==> config.mk <==
export PLATFORM = sky130hd
export DESIGN_NAME = bc_ram
export DESIGN_NICKNAME = d
export VERILOG_FILES = /design/src/hw/rtl/bc_ram.sv
export SDC_FILE = /design/constraint.sdc
export NUM_CORES = 1
export LEC_CHECK = 0
export ABC_AREA = 1
export BUFFER_PORTS_ARGS = -buffer_cell sky130_fd_sc_hd__buf_2
export CAP_MARGIN = 5
export CORE_UTILIZATION = 55
export DETAILED_ROUTE_END_ITERATION = 8
export PLACE_DENSITY = 0.77
export SYNTH_ARGS = -nofsm -noshare
export SYNTH_HDL_FRONTEND = slang
export SYNTH_SLANG_ARGS = --single-unit
==> constraint.sdc <==
create_clock -name clk -period 2 [get_ports clk]
set_input_delay 0.3 -clock clk [delete_from_list [all_inputs] [get_ports clk]]
set_output_delay 0.3 -clock clk [all_outputs]
set_load 0.02 [all_outputs]
==> src/hw/rtl/bc_ram.sv <==
// ----------------------------------------------------------------------------
// bc_ram
// Generic single-write, single-read RAM with registered read data.
// ----------------------------------------------------------------------------
module bc_ram #(
  parameter int WIDTH = 8,
  parameter int DEPTH = 16
) (
  input  logic                     clk,
  input  logic                     we,
  input  logic [$clog2(DEPTH)-1:0] waddr,
  input  logic [WIDTH-1:0]         wdata,
  input  logic                     re,
  input  logic [$clog2(DEPTH)-1:0] raddr,
  output logic [WIDTH-1:0]         rdata
);

  logic [WIDTH-1:0] mem [DEPTH];

  // write port
  always_ff @(posedge clk) begin
    if (we) begin
      mem[waddr] <= wdata;
    end
  end

  // registered read port, holds while not enabled
  always_ff @(posedge clk) begin
    if (re) begin
      rdata <= mem[raddr];
    end
  end

endmodule

; Yosys cells after proc, flatten, opt, wreduce, memory -nomap -nowiden
; Memories as Yosys holds them, arrays and structs flattened. A register that Yosys moved wholly into a read port is not among the register bits.
; Index checks and enable logic that the tools add are counted.
[op_classes]
mux = 2
[op_table]
columns = operator, n
row1 = two-way mux 1 bit, 2
[word_totals]
wordCells = 3
ram_bits = 128
n_memories = 1
reg_bits = 0
[memory_table]
columns = memory, words, word_bits, rd, rd_clocked_by_memory_dff, write_ports, line_no
row1 = mem, 16, 8, 1, 1, 1, 18  ; logic [WIDTH-1:0] mem [DEPTH];

; Depth between registers and ports, before layout
; Gate-level depths: netlist of run 1.
[depth]
ltp_word = 2
ltp_mapped = 8
mapped_depth_nobuf = 7

; Least setup slack after synthesis of run 1
; OpenSTA, ideal clock, no wires.
[synth_path]
path_type = input -> register
from = input port waddr[2]
to = memory mem[10][0], enable pin
path_stages = 2
path_slack_ns = 0.749
required_ns = 1.630
setup_ns = 0.370
t_arrival_ns = 0.881
path_cell_list = nand3b_1 nor2_1
[synth_rtl]
columns = element, line_no
row1 = start: declaration, 11  ; input logic [$clog2(DEPTH)-1:0] waddr,
row2 = end: declaration, 18
; No word-level cell before the write port.

; Worst setup path in the final report of run 1
[layout_path]
from = register rdata[0] (read register of mem)
to = output port rdata[0]
[layout_rtl]
columns = element, line_no
row1 = start: declaration, 15  ; output logic [WIDTH-1:0] rdata
; No word-level cell between the ends.

==> results.ini, run 1 <==
[timing]
final_min_period_over_clock_period_pct=71.1
aggregate_negative_setup_slack_ns=0
worstMarginPinSlew_ns=0.694
period_needed_ns=1.42
rsz0062_at_grt=false
final_report_hold_violation_count=0
layout_setup_ws_ns=0.578
final_max_slew_viol_count=0
setup_violations=0
fmax_mhz=703
fin_worst_skew_ns=0.00971
max_slew_margin_pct=53.6

[worst_setup_path]
critical_path.slowest_cell=sky130_fd_sc_hd__edfxtp_1
critical_path.reg2reg.endpoint=rdata[2]
worst_path_top_cell_family_by_delay=flip-flops
crit_path_end_kind=output port
start_kind=flip-flop
cp_arrival_ns=1.12
ff_to_ff_setup_slack_ns=0.81
critical-path-max-stage-delay_ns=0.43
path_cells=buf_2
rr_startpoint=mem[10][2]
crit_path_max_fanout=1
timing.setup.critical_path_class=flip-flop to output port
critPathBufInv=1
worstRegToRegCells=6
crit_required_ns=1.70
worst_setup_path_startpoint=rdata[0]

[yosys]
synth_most_common_cell=sky130_fd_sc_hd__nand2_1
dominant_combinational_cell_family_by_area_after_synthesis=simple AND/OR/NAND/NOR gates
async_reset_ff_share_pct=0
share_of_the_synthesized_area_in_compound_gates_ao_oa_aoi_oai_pct=0
postSynthNetCount=570
synth.yosys.warnings=0
avgSynthCellArea_sq_um=10.6
post_synth_xor_area_fraction_pct=0
post_synth_fa_ha_maj_area_fraction_pct=0
synthMuxAreaShare_pct=0
ys_top_cells_by_count=sky130_fd_sc_hd__nand2_1 (173), sky130_fd_sc_hd__edfxtp_1 (136), sky130_fd_sc_hd__inv_1 (100)
synth_top_area_share_pct=69.8
ys.flop_type=sky130_fd_sc_hd__edfxtp_1
postSynthCellCount=551
postSynthRegisterBits=136
syn-cell-area_sq_mm=0.00585
synth-edff-count=136
synth_cell_types=11
synthSimpleGateAreaFrac_pct=20.8
largest_area_contributor_in_the_synthesized_netlist=sky130_fd_sc_hd__edfxtp_1
synth.yosys.seq_area_share_pct=69.8
post_synth_main_area_contributors=sky130_fd_sc_hd__edfxtp_1 (70%), sky130_fd_sc_hd__nand2_1 (11%), sky130_fd_sc_hd__nand3_1 (8.3%)

[power_and_ir_drop]
vdd_drop_max_v=0.000641
p_clk_share_pct=48.4
power_report.internal_total_w=0.00560
total_power_divided_by_cell_area_mw_per_mm2=1040
leakagePower_nw=2.94
p_sw_share_pct=20.4
comb_power_share_pct=5.7
power_switching_w=0.00143
seq_power_share_pct=46.0
total_power_w=0.00703

[cts]
clockBufferDepth=2
post_cts_hold_buffer_count=0
clock_tree_from_tritoncts=done
post_cts.resized_instances=0
clkSlewWorstSetupHoldPaths_ns=0.06
cts_setup_buffers=0
clk_root_buffer_cell=sky130_fd_sc_hd__clkbuf_8
cts_max_level=4
number_of_buffers_created_by_cts=17
clock_sink_count=136
insertion_delay_ns=0.51

[floorplan]
dieArea_sq_mm=0.0110
fp.dieH_microns=105
die_x_microns=105
floorplan.io_pins=27
fp.coreArea_sq_mm=0.0103
placementRows=37
initial_core_utilization_pct=56.6

[drt]
drtAntennaViolNets=0
drt_pass1_iterations=5
route.final.wire_length_microns=12700
vias=3940
remaining_drc_errors=0
dr.first_iter.drc_count=324
wl_per_cell_microns=17.3
vias_per_cell=5.35

[final_layout]
layout.cells.non_filler=737
fillerInstances=764
areaGrowthSynthToFinish_pct=15.9
num-nets-final=608
fraction_of_layout_cells_with_a_size_suffix_above_1_pct=12.3
antennaDiodeCount=0

[global_route]
grt_overflow_total=0
groute.usage.overall_pct=25.1
largest_net_degree_at_the_start_of_global_routing=65
initial_antenna_violation_count=0
grt_first_pass_wirelength_microns=20000
via_count_of_the_first_global_routing_pass=3848

[worst_hold_path]
hold_end=rdata[7]
min_path_cells=1
holdCritStartpoint=re
hold_class=input pin to flip-flop

[job]
timing.max_cap.violations=0

[placement]
globalplace.congestion=0.878
placed_cells=706
place.port_buffers=26
hpwlAfterDp_microns=7610
place_worst_setup_slack_ns=0.404

[outcome]
outcome=finished clean

==> logic make-up after synthesis <==
kind of cell / Yosys count
buffers and inverters: 126
flip-flops: 136
AND/OR/NAND/NOR: 289
==> worst max-delay path by stage <==
stage            endpoint  slack (ns)  depth (start not counted)
4_1_cts          rdata[2]        0.56                          1
3_3_place_gp     rdata[0]        0.42                          7
3_5_place_dp    mem[2][1]        0.40                          4
2_1_floorplan  mem[10][0]        0.75                          2
5_1_grt          rdata[2]        0.54                          1
6_report         rdata[0]        0.58                          1
==> routing by layer <==
layer	wire length, microns	vias to the layer above	track usage (%)
li1	-	1857	-
met1	5050	1869	32.1
met2	6360	191	40.5
met3	1050	23	7.49
met4	274	0	9.96
met5	0	-	0
==> flip-flops by register name (all words and copies together), names as in the netlist <==
| register | cells |
|---|---|
| mem | 128 |
| rdata | 8 |
==> cell usage in the layout (no fill, tap or decap) <==
cell | Yosys | layout
sky130_fd_sc_hd__nand2_1 | 173 | 173
sky130_fd_sc_hd__edfxtp_1 | 136 | 136
sky130_fd_sc_hd__inv_1 | 100 | 100
sky130_fd_sc_hd__nand3_1 | 97 | 97
sky130_fd_sc_hd__buf_2 | 13 | 26
sky130_fd_sc_hd__nor2_1 | 17 | 17
sky130_fd_sc_hd__clkbuf_16 | 0 | 16
sky130_fd_sc_hd__buf_4 | 4 | 15
sky130_fd_sc_hd__bufinv_16 | 0 | 6
sky130_fd_sc_hd__inv_2 | 2 | 2
sky130_fd_sc_hd__nand3b_1 | 2 | 2
sky130_fd_sc_hd__clkinv_4 | 0 | 2
sky130_fd_sc_hd__clkinv_2 | 0 | 2
sky130_fd_sc_hd__clkbuf_1 | 0 | 2
sky130_fd_sc_hd__buf_12 | 0 | 2
sky130_fd_sc_hd__clkbuf_8 | 0 | 1
sky130_fd_sc_hd__inv_6 | 0 | 1
sky130_fd_sc_hd__clkinvlp_4 | 0 | 1
==> power by group through the flow <==
stage | logic (W) | clock network, W | registers (W)
floorplan | 0.000225 | 0 | 0.00330
global placement | 0.000383 | 0 | 0.00329
detailed placement | 0.000393 | 0 | 0.00329
CTS | 0.000396 | 0.00343 | 0.00323
global route | 0.000437 | 0.00355 | 0.00324
finish | 0.000399 | 0.00340 | 0.00323
==> metrics by stage <==
step           hold slack [ns]  area, sq um  utilization (%)
2_1_floorplan            0.399         5850                -
3_3_place_gp             0.667         6130             59.4
3_5_place_dp             0.669         6130             59.4
4_1_cts                  0.136         6780             65.7
5_1_grt                  0.132         6780             65.7
6_report                 0.161         6780             65.7
==> final cells by class <==
class | count | area (sq um) | share of cell area [%]
sequential | 136 | 4080 | 60.2
multi-input combinational | 289 | 1210 | 17.9
clock buffer | 19 | 422 | 6.22
inverter | 102 | 383 | 5.65
timing repair buffer | 43 | 283 | 4.17
clock inverter | 12 | 224 | 3.30
tap | 136 | 170 | 2.51
(Power assumes the default switching activity.)
==> run 2: changes to the inputs <==
Settings changed: PLACE_DENSITY 0.77 to 0.79.
Clock period 2 ns to 1.26 ns, I/O delays scaled along.
==> run 2 against run 1 <==
Compared with the run above:
- the flow now finishes with violations (negative setup slack)
- clock-buffer cell count did not move
- critical endpoint is now rdata[6]
- first-iteration DRC count rose by 25%
- die area did not move
==> results.ini, run 2 (synthesized netlist as in run 1, its figures left out) <==
[job]
timing.max_cap.violations=0  ; unchanged

[outcome]
failed_checks=negative setup slack
outcome=finished with violations  ; was finished clean

[placement]
place_worst_setup_slack_ns=-0.148  ; was 0.404 ns
placed_cells=718  ; was 706
post_dp_cell_area_sq_mm=0.00625  ; was 0.00613 sq mm
place.port_buffers=26  ; unchanged
globalplace.congestion=0.916  ; was 0.878
hpwlAfterDp_microns=8280  ; was 7610 microns

[timing]
rsz0062_at_grt=true  ; was false
worstMarginPinSlew_ns=0.612  ; was 0.694 ns
fin_worst_skew_ns=0.00695  ; was 0.00971 ns
fmax_mhz=758
final_min_period_over_clock_period_pct=105
setup_violations=5  ; was 0
final_report_hold_violation_count=0  ; unchanged
max_slew_margin_pct=59.1  ; was 53.6%
final_max_slew_viol_count=0  ; unchanged
layout_setup_ws_ns=-0.0600  ; was 0.578 ns
period_needed_ns=1.32

[floorplan]
fp.coreArea_sq_mm=0.0103  ; unchanged
dieArea_sq_mm=0.0110  ; unchanged
fp.dieH_microns=105  ; unchanged
placementRows=37  ; unchanged
initial_core_utilization_pct=56.6  ; unchanged
die_x_microns=105  ; unchanged
floorplan.io_pins=27  ; unchanged

[worst_hold_path]
hold_class=input pin to flip-flop  ; unchanged

[cts]
clockBufferDepth=2  ; unchanged
number_of_buffers_created_by_cts=17  ; unchanged
clock_tree_from_tritoncts=done  ; unchanged
cts_max_level=4  ; unchanged
insertion_delay_ns=0.53  ; was 0.51 ns
clkSlewWorstSetupHoldPaths_ns=0.06  ; about the same
clk_root_buffer_cell=sky130_fd_sc_hd__clkbuf_8  ; unchanged
cts_setup_buffers=0  ; unchanged
post_cts_hold_buffer_count=0  ; unchanged
clock_sink_count=136  ; unchanged

[drt]
wl_per_cell_microns=17.4  ; was 17.3 microns
vias=4015  ; was 3940
dr.first_iter.drc_count=405  ; was 324
route.final.wire_length_microns=13000  ; was 12700 microns
vias_per_cell=5.36  ; was 5.35
drtAntennaViolNets=0  ; unchanged
remaining_drc_errors=0  ; unchanged
drt_pass1_iterations=6  ; was 5

[final_layout]
num-nets-final=620  ; was 608
registers.top_by_ff_count=mem  ; unchanged
leading_cell_type_in_the_layout_fill_and_taps_excluded=sky130_fd_sc_hd__nand2_1  ; unchanged
most_frequent_cells_in_the_layout=sky130_fd_sc_hd__nand2_1 (173), sky130_fd_sc_hd__edfxtp_1 (136), sky130_fd_sc_hd__inv_1 (100)  ; unchanged
finish.instance_area_sq_mm=0.00685  ; was 0.00678 sq mm
layout.cells.non_filler=749  ; was 737
flip_flop_count_of_the_largest_register_all_copies_and_words_added=128  ; unchanged
largest_registers=mem (128), rdata (8)  ; unchanged
antennaDiodeCount=0  ; unchanged
areaGrowthSynthToFinish_pct=17.1  ; was 15.9%
fraction_of_layout_cells_with_a_size_suffix_above_1_pct=13.5  ; was 12.3%

[worst_setup_path]
crit_path_max_fanout=1  ; unchanged
cp_arrival_ns=1.13  ; was 1.12 ns
critical-path-max-stage-delay_ns=0.44  ; was 0.43 ns
start_kind=flip-flop  ; unchanged
critPathBufInv=1  ; unchanged
critical_path.slowest_cell=sky130_fd_sc_hd__edfxtp_1  ; unchanged
crit_path_end_kind=output port  ; unchanged
worst_path_top_cell_family_by_delay=flip-flops  ; unchanged
timing.setup.critical_path_class=flip-flop to output port  ; unchanged
path_cells=buf_6  ; was buf_2
crit_required_ns=1.07  ; was 1.70 ns

[power_and_ir_drop]
total_power_divided_by_cell_area_mw_per_mm2=1530  ; was 1040 mW/mm^2
leakagePower_nw=2.99  ; was 2.94 nW
vdd_drop_max_v=0.00131  ; was 0.000641 V

[global_route]
grt_first_pass_wirelength_microns=20500  ; was 20000 microns
initial_antenna_violation_count=0  ; unchanged
largest_net_degree_at_the_start_of_global_routing=39  ; was 65
via_count_of_the_first_global_routing_pass=3932  ; was 3848
groute.usage.overall_pct=25.7  ; was 25.1%
grt_overflow_total=0  ; unchanged

[run 2: path summary, 6_finish.rpt]
check,from,to,slack (ns),cells past startpoint
worst min-delay path,re,rdata[4],0.04,1
worst max-delay path,rdata[6],rdata[6],-0.06,1
worst max register to register,mem[1][4],rdata[4],0.09,6
worst min register to register,mem[6][5],rdata[5],0.77,6
[run 2: metal layers]
layer  part of all wire [%]  routed length, microns  global-route usage [%]  up-vias
met2                     49                    6350                    40.3      213
met3                    8.9                    1150                    6.30       43
met1                     39                    5050                    32.9     1873
met4                    3.7                     480                    14.9        0
li1                       -                       -                       -     1886
met5                      0                       0                       0        -
[run 2: per-stage QoR]
stage | power, W | setup TNS [ns] | hold WS, ns | utilization [%]
detailed placement | 0.00588 | -0.957 | 0.559 | 60.5
CTS | 0.0105 | -0.309 | 0.0104 | 66.2
global placement | 0.00585 | -0.801 | 0.553 | 60.5
finish | 0.0105 | -0.241 | 0.0355 | 66.3
floorplan | 0.00560 | 0 | 0.288 | -
global route | 0.0108 | -0.390 | 0.0209 | 66.3
[run 2: cell type report]
cell class	instances	area, sq um
clock inverter	12	134
clock buffer	19	422
sequential	136	4080
tap	136	170
fill	756	3480
inverter	102	383
timing repair buffer	55	442
multi-input combinational	289	1210
[run 2: where the power goes]
group          internal [W]  switching, W  total [W]
logic              0.000225      0.000463   0.000688
registers           0.00510     0.0000367    0.00514
clock network       0.00296       0.00172    0.00468
[run 2: timing repair]
item                                    CTS  global route
resized for setup                        10             4
endpoints found under the hold margin     0             0
pin swaps                                 0             0
endpoints found under the setup margin    5             8
