`src/hw/rtl/bc_pkg.sv`:
```
// ----------------------------------------------------------------------------
// bc_pkg
// Shared types and constants for the betweenness centrality engine.
// ----------------------------------------------------------------------------
package bc_pkg;

  // item function codes
  localparam logic [1:0] FUNC_OFFSET = 2'd0;
  localparam logic [1:0] FUNC_COLUMN = 2'd1;
  localparam logic [1:0] FUNC_RUN    = 2'd2;
  localparam logic [1:0] FUNC_READ   = 2'd3;

  // configuration register indexes
  localparam logic CFG_VERTEX_COUNT = 1'b0;
  localparam logic CFG_EDGE_COUNT   = 1'b1;

  localparam int PC_W    = 32;
  localparam int SCORE_W = 48;
  localparam int Q_FRAC  = 16;

  typedef struct packed {
    logic [1:0]  func;
    logic [12:0] index;
    logic [12:0] value;
  } in_item_t;

  typedef struct packed {
    logic [SCORE_W-1:0] score;
    logic [9:0]         vertex;
    logic               status;
  } out_item_t;

  // operands for one dependency term
  typedef struct packed {
    logic [PC_W-1:0]    pcv;
    logic [PC_W-1:0]    pcw;
    logic [SCORE_W-1:0] dep;
  } ratio_req_t;

  typedef enum logic [4:0] {
    ST_IDLE, ST_DRAIN, ST_CLR_CENT, ST_SRC, ST_CLR, ST_INIT,
    ST_F_POP, ST_F_V, ST_F_OFF0, ST_F_OFF1, ST_F_EDGE, ST_F_COL, ST_F_W,
    ST_B_POP, ST_B_V, ST_B_OFF0, ST_B_OFF1, ST_B_EDGE, ST_B_COL, ST_B_W,
    ST_B_WAIT, ST_B_STORE, ST_B_CENT, ST_DONE, ST_RST_CLR
  } bc_state_t;

  typedef enum logic [2:0] {
    RT_IDLE, RT_DIV, RT_MUL_HI, RT_MUL_LO, RT_SUM
  } ratio_state_t;

endpackage

```
`src/hw/rtl/bc_ratio.sv`:
```
// ----------------------------------------------------------------------------
// bc_ratio
// Dependency term unit: bit-serial Q1.16 path ratio, then two registered
// multiplies and a saturating sum for ratio * (1 + dependency).
// ----------------------------------------------------------------------------
module bc_ratio (
  input  logic                        clk,
  input  logic                        rst,
  input  logic                        start,
  input  bc_pkg::ratio_req_t          req,
  output logic                        done,
  output logic [bc_pkg::SCORE_W-1:0]  term
);
  import bc_pkg::*;

  ratio_state_t state, state_next;

  logic [PC_W-1:0]  pcw;
  logic [PC_W-1:0]  rem;
  logic [16:0]      ratio;
  logic [4:0]       cnt;
  logic [32:0]      onep_hi;
  logic [15:0]      onep_lo;
  logic [49:0]      prod_hi;
  logic [32:0]      prod_lo;
  logic [48:0]      onep;
  logic [32:0]      rem2;
  logic             ge;
  logic [50:0]      sum;

  // state register
  always_ff @(posedge clk) begin
    if (rst) begin
      state <= RT_IDLE;
    end else begin
      state <= state_next;
    end
  end

  // next state and result
  always_comb begin
    onep = 49'(req.dep) + 49'(1 << Q_FRAC);
    rem2 = {rem, 1'b0};
    ge   = rem2 >= {1'b0, pcw};
    sum  = {1'b0, prod_hi} + 51'(prod_lo[32:16]);
    term = (sum[50:48] != 3'd0) ? {SCORE_W{1'b1}} : sum[47:0];
    done = (state == RT_SUM);
    state_next = state;
    case (state)
      RT_IDLE: begin
        if (start) begin
          state_next = (req.pcv >= req.pcw) ? RT_MUL_HI : RT_DIV;
        end
      end
      RT_DIV: begin
        if (cnt == 5'd1) begin
          state_next = RT_MUL_HI;
        end
      end
      RT_MUL_HI: state_next = RT_MUL_LO;
      RT_MUL_LO: state_next = RT_SUM;
      RT_SUM:    state_next = RT_IDLE;
      default:   state_next = RT_IDLE;
    endcase
  end

  // datapath
  always_ff @(posedge clk) begin
    case (state)
      RT_IDLE: begin
        if (start) begin
          onep_hi <= onep[48:16];
          onep_lo <= onep[15:0];
          pcw     <= req.pcw;
          rem     <= req.pcv;
          cnt     <= 5'd16;
          ratio   <= (req.pcv >= req.pcw) ? 17'h10000 : 17'd0;
        end
      end
      RT_DIV: begin
        rem   <= ge ? 32'(rem2 - {1'b0, pcw}) : rem2[31:0];
        ratio <= {ratio[15:0], ge};
        cnt   <= cnt - 5'd1;
      end
      RT_MUL_HI: prod_hi <= 50'(onep_hi) * 50'(ratio);
      RT_MUL_LO: prod_lo <= 33'(onep_lo) * 33'(ratio);
      default: ;
    endcase
  end

endmodule

```
`config.mk`:
```
export PLATFORM = sky130hd
export DESIGN_NAME = bc_ratio
export DESIGN_NICKNAME = d
export VERILOG_FILES = /design/src/hw/rtl/bc_pkg.sv /design/src/hw/rtl/bc_ratio.sv
export SDC_FILE = /design/constraint.sdc
export NUM_CORES = 2
export LEC_CHECK = 0
export ABC_AREA = 1
export BUFFER_PORTS_ARGS = -buffer_cell sky130_fd_sc_hd__buf_4
export CORE_MARGIN = 1
export CORE_UTILIZATION = 40
export DETAILED_ROUTE_END_ITERATION = 16
export SYNTH_ARGS = -nofsm -noshare
export SYNTH_HDL_FRONTEND = slang
export SYNTH_SLANG_ARGS = --single-unit
```
`constraint.sdc`:
```
create_clock -name clk -period 7.3 [get_ports clk]
set_input_delay 1.46 -clock clk [delete_from_list [all_inputs] [get_ports clk]]
set_output_delay 1.46 -clock clk [all_outputs]
set_load 0.05 [all_outputs]
```
# After elaboration in Yosys (flattened, before gate mapping)

Index checks and enable logic that the tools add are counted.

$add $sub $neg: 4
$mul: 2
Order comparisons: 2
Equal/unequal tests: 7
Multiplexer cells: 13
Reductions and logical operators: 6

Operators with widths:

| operator               | count |
|---|---|
| $mux 32                | 2 |
| $pmux 32 s2            | 1 |
| $add 50x17->51         | 1 |
| $mul 33x17->50         | 1 |
| $add 48x17->49 const B | 1 |
| $mux 48                | 1 |
| $mux 17                | 2 |
| $pmux 17 s2            | 1 |
| $ge 33x32->1           | 1 |
| $mul 16x17->33         | 1 |
| $ge 32x32->1           | 1 |
| $sub 32x32->32         | 1 |
| $pmux 3 s4             | 1 |
| $pmux 5 s2             | 1 |
| $eq 3x2->1 const B     | 2 |
| $mux 3                 | 2 |
| $reduce_and 2->1       | 3 |
| $eq 5x1->1 const B     | 1 |
| $mux 5                 | 1 |
| $sub 5x1->5 const B    | 1 |
| $ne 2x2->1 const B     | 2 |
| $eq 3x1->1 const B     | 1 |
| $eq 3x3->1 const B     | 1 |
| $logic_not 3->1        | 1 |
| other kinds (3)        | 3 |

Register bits: 221
Input bits: 115
Output and inout port bits: 49

# Longest topological paths before layout

Depth in word-level cells: 4
Depth in mapped cells: 29

# Least setup slack after synthesis

OpenSTA, ideal clock, no wires.

Path type: input-to-reg
From: input port start
To: register cnt[0], enable pin
Setup time: 540 ps
Arrival time: 5326 ps
Required time: 6760 ps
Slack: 1434 ps
Cell stages on the path: 2
Buffers on the path: 0
Cells stage by stage: inv_1 -> o21ai_0

Word-level cells in the longest chain between the ends: 2

RTL lines:

| item                              | RTL line       | source |
|---|---|---|
| start: declaration                | bc_ratio.sv:9  | `input logic start,` |
| $ne 2x2->1 (no source line)       | n/a            |  |
| $reduce_and 2->1 (no source line) | n/a            |  |
| end signal: assignment            | bc_ratio.sv:83 | `cnt <= cnt - 5'd1;` |
| end: declaration                  | bc_ratio.sv:21 | `logic [4:0] cnt;` |

Every way passes these cells.
A chain may end at the register's enable or synchronous reset.

# Worst setup path after layout

From: register ratio[3]
To: register prod_hi[28], data pin

Word-level cells in the longest chain between the ends: 1

RTL lines:

| item                     | RTL line       | source |
|---|---|---|
| start: declaration       | bc_ratio.sv:20 | `logic [16:0] ratio;` |
| start signal: assignment | bc_ratio.sv:77 | `ratio <= (req.pcv >= req.pcw) ? 17'h10000 : 17'd0;` |
| start signal: assignment | bc_ratio.sv:82 | `ratio <= {ratio[15:0], ge};` |
| $mul 33x17->50           | bc_ratio.sv:85 | `RT_MUL_HI: prod_hi <= 50'(onep_hi) * 50'(ratio);` |
| end signal: assignment   | bc_ratio.sv:85 |  |
| end: declaration         | bc_ratio.sv:24 | `logic [49:0] prod_hi;` |

Every way passes these cells.

==> impl_summary.txt <==
----------------------------------------------------
[Yosys]
  Most used DFF post-synth ... sky130_fd_sc_hd__edfxtp_1
  Instance count of the mapped netlist ... 5702
  Cell Area, Synth ... about 42000 sq um
  Ys Warns ... 0
  Fraction of the yosys area taken by sequential cells ... between 10% and 20%
  #FFs+latches synth ... between 200 and 250
  Net Count, Synth ... 6800
  Count of flip-flops with a built-in enable after synthesis ... approximately 200
  Syn Area/Cell ... about 7.4 sq um
  Share of async-settable or async-resettable flops after synthesis ... 0%
  Unique masters post-synth ... between 40 and 50

[Worst hold path]
  Hold Path Cell Cnt ... 2
  Classification of the worst-slack hold path ... flip-flop to flip-flop
  Worst hold path startpoint ... state[0]
  Worst hold path endpoint ... state[2]

[Drt]
  DRC Markers ... 0
  Routed wire length ... ~120000 um
  Number of violations reported at the end of detailed-routing iteration 0 ... 2191
  Total via count in the routed design ... 34700
  1st-pass router iterations ... 6
  Vias per cell ... 4.86
  Average wire per cell in the routed design ... around 17 um
  Antenna violation net count after detailed routing ... 0

[Global routing]
  GRT Util Overall ... 22.7%
  Antenna violations before repair ... 1
  Via count of the first global-routing pass ... between 30000 and 40000
  Grt ovf ... 0
  Largest net degree at the start of global routing ... 75
  Wire length of the first global-routing pass ... approximately 190000 um

[Timing]
  Final number of setup-violating endpoints ... 0
  Slew @ Worst Pin ... between 1000 and 1500 ps
  Setup total negative slack ... 0 ps
  Max-slew violation count ... 0
  Crit share post-route ... 93.7%
  Skew final ... 24.3 ps
  Worst-case headroom to the max-slew limit ... roughly 22%
  Crit path time final ... between 6000 and 7000 ps
  Setup repair after global routing missed its margin ... no
  F_max ... approximately 150 MHz
  Final count of hold timing violations ... 0

[Setup path]
  Origin of the critical flop-to-flop path ... ratio[3]
  Critical path's slowest cell ... sky130_fd_sc_hd__edfxtp_1
  Dominant cell type by count on the critical path ... sky130_fd_sc_hd__fa_1
  Worst R2R End ... prod_hi[28]
  Critical path launch point type ... flip-flop
  Cell family contributing the most delay on the critical path ... adder cells
  Buf/Inv on CP ... 6
  Critical Path End Type ... flip-flop
  Worst setup slack for register-to-register paths ... ~460 ps
  Depth of the worst register-to-register path ... 20
  Stage delay of the slowest cell on the critical path ... about 960 ps
  Data arrival at the endpoint of the critical path ... about 7200 ps
  CP Cell Sequence ... buf_4 > nand2_1 > fa_1 > fa_1 > fa_1 > inv_1 > fa_1 > fa_1 > inv_1 > fa_1 > inv_1 > ha_1 > nand2_1 > nor2_1 > inv_1 > nor2_1 > inv_1 > nor4_1 > a21oi_1 > xor2_1
  Critical path start-end classification ... flip-flop to flip-flop
  CP Data Required Time ... about 7600 ps
  Maximum fanout count along the critical path ... 16

[Placement]
  HPWL after detailed placement ... around 99000 um
  Placer's final routability congestion estimate ... roughly 0.93
  Total instance count after detailed placement ... between 7000 and 8000
  Number of input and output port buffers inserted ... 163

[Clock network]
  Maximum clock path buffer count ... 3
  CTS root buf ... sky130_fd_sc_hd__clkbuf_16
  Htree depth ... 1
  Count of clock tree sinks ... around 200
  TritonCTS clock tree ... yes
  Worst skew pair latency ... ~600 ps
  Total of hold buffers inserted after clock tree synthesis ... 0
  Setup fix buffers added after clock tree synthesis ... 0
  Clock buffer count from CTS ... 27
  Cts repair resizes ... 0
  CTS clk-pin slew, worst paths ... about 60 ps

[Die]
  Boundary pin count ... ~160
  Number of rows created at floorplan ... ~120
  Initial core utilization ... between 40% and 50%
  DIE AREA ... 107000 sq um
  Core outline area ... between 100000 and 150000 sq um
  Chip Height ... between 300 and 400 um
  Die width ... ~330 um

[Cells and area]
  Filler instances ... about 11000
  Proportion of layout cells with a drive suffix above 1 ... ~5.6%
  Total Nets Final ... around 6800
  Final standard cell count with taps included and fillers excluded ... about 7000
  FF/Latch Area ... between 6000 and 7000 sq um
  P&R area growth vs syn ... 8.34%
  Footprint of the multi-input gates ... 29600 sq um

[Status]
  Result of the run ... finished, final reports clean

[Flow run]
  Number of max-cap violations ... 0

----------------------------------------------------
[routing by layer]
layer  vias to the layer above  wire [um]  global-route usage, %
li1                      16700          -                      -
met5                         -          0                      0
met2                       989      53300                   37.4
met4                         0       2100                   3.96
met1                     16800      55100                   32.1
met3                       115       7490                   2.86
[state kept, by name, indices dropped and copies added (netlist names)]
signal	flops
ratio	17
prod_hi	50
onep_hi	33
rem	32
pcw	32
cnt	5
state	3
prod_lo	17
onep_lo	16
[layout make-up]
class / instances / area share [%]
antenna: 1 / 0.00545
multi-input combinational: 3724 / 64.4
sequential: 205 / 13.4
clock inverter: 18 / 0.543
tap: 1380 / 3.76
inverter: 1551 / 12.7
clock buffer: 32 / 1.58
timing repair buffer: 224 / 3.67
[kinds of logic (layout without fill, tap and decap cells)]
family	Yosys count	in the layout	synth area share, %
other	0	1	0
and+or+nand+nor	2323	2323	22.4
buffers and inverters	1773	1825	15.8
DFF	205	205	14.5
adders and majority gates	983	983	41.0
AOI/OAI and AO/OA	297	297	3.86
xor gates and xnor gates	121	121	2.50
[worst max-delay path by stage]
stage	from	cells after the start	slack [ps]	endpoint
global placement	ratio[3]	21	530	prod_hi[44]
detailed placement	ratio[7]	22	590	prod_hi[41]
global route	ratio[3]	23	80	prod_hi[41]
CTS	ratio[3]	21	530	prod_hi[44]
floorplan	start	2	1430	cnt[0]
finish	ratio[3]	20	460	prod_hi[28]
[worst reg2reg max path, cell delays in order (launching register included)]
cell                       delay (ps)
sky130_fd_sc_hd__edfxtp_1         960
sky130_fd_sc_hd__buf_4            360
sky130_fd_sc_hd__nand2_1          100
sky130_fd_sc_hd__fa_1             550
sky130_fd_sc_hd__fa_1             430
sky130_fd_sc_hd__fa_1             530
sky130_fd_sc_hd__inv_1             80
sky130_fd_sc_hd__fa_1             470
sky130_fd_sc_hd__fa_1             570
sky130_fd_sc_hd__inv_1             70
sky130_fd_sc_hd__fa_1             530
sky130_fd_sc_hd__inv_1             40
sky130_fd_sc_hd__ha_1             420
sky130_fd_sc_hd__nand2_1          150
sky130_fd_sc_hd__nor2_1           170
sky130_fd_sc_hd__inv_1             80
sky130_fd_sc_hd__nor2_1           220
sky130_fd_sc_hd__inv_1             70
sky130_fd_sc_hd__nor4_1           460
sky130_fd_sc_hd__a21oi_1          160
sky130_fd_sc_hd__xor2_1           200
[Yosys cell counts (10+ instances only)]
library cell               instances  area [sq um]
sky130_fd_sc_hd__a21o_1           21           158
sky130_fd_sc_hd__nor4_1           12          75.1
sky130_fd_sc_hd__nand3_1         168           841
sky130_fd_sc_hd__nand2_1        1665          6250
sky130_fd_sc_hd__fa_1            673         13500
sky130_fd_sc_hd__nand3b_1         41           308
sky130_fd_sc_hd__clkbuf_1        204           766
sky130_fd_sc_hd__nand4_1          44           275
sky130_fd_sc_hd__nor3_1           46           230
sky130_fd_sc_hd__ha_1            310          3880
sky130_fd_sc_hd__xor2_1           75           657
sky130_fd_sc_hd__o21a_1           10          75.1
sky130_fd_sc_hd__o21ai_0          76           380
sky130_fd_sc_hd__nor2_1          294          1100
sky130_fd_sc_hd__xnor2_1          46           403
sky130_fd_sc_hd__nand2_2          23           144
sky130_fd_sc_hd__a21oi_1         157           786
sky130_fd_sc_hd__edfxtp_1        202          6070
sky130_fd_sc_hd__o21bai_1         13          97.6
sky130_fd_sc_hd__inv_1          1543          5790
[cells in the final DEF, fill, tap and decap left out, types with 21 or more instances in the layout]
cell type | Yosys | final
sky130_fd_sc_hd__ha_1 | 310 | 310
sky130_fd_sc_hd__nand4_1 | 44 | 44
sky130_fd_sc_hd__nand2_1 | 1665 | 1665
sky130_fd_sc_hd__edfxtp_1 | 202 | 202
sky130_fd_sc_hd__inv_1 | 1543 | 1543
sky130_fd_sc_hd__buf_4 | 0 | 224
sky130_fd_sc_hd__nand2_2 | 23 | 23
sky130_fd_sc_hd__nor3_1 | 46 | 45
sky130_fd_sc_hd__clkbuf_16 | 0 | 27
sky130_fd_sc_hd__xor2_1 | 75 | 75
sky130_fd_sc_hd__a21oi_1 | 157 | 157
sky130_fd_sc_hd__xnor2_1 | 46 | 46
sky130_fd_sc_hd__o21ai_0 | 76 | 75
sky130_fd_sc_hd__a21o_1 | 21 | 21
sky130_fd_sc_hd__nand3_1 | 168 | 168
sky130_fd_sc_hd__fa_1 | 673 | 673
sky130_fd_sc_hd__nor2_1 | 294 | 291
sky130_fd_sc_hd__nand3b_1 | 41 | 41
[through the flow]
step / util [%] / worst slack (ps) / area, sq um / hold WS [ps]
floorplan: - / 1430 / 42300 / 462
global placement: 43.1 / 527 / 44900 / 504
detailed placement: 43.1 / 586 / 44900 / 514
CTS: 44.0 / 530 / 45900 / 528
global route: 44.0 / 82.4 / 45900 / 579
finish: 44.0 / 456 / 45900 / 525
Power is left out: the tool's default activity adds up to more than one toggle a clock period on the data nets, which glitch-free logic cannot reach.
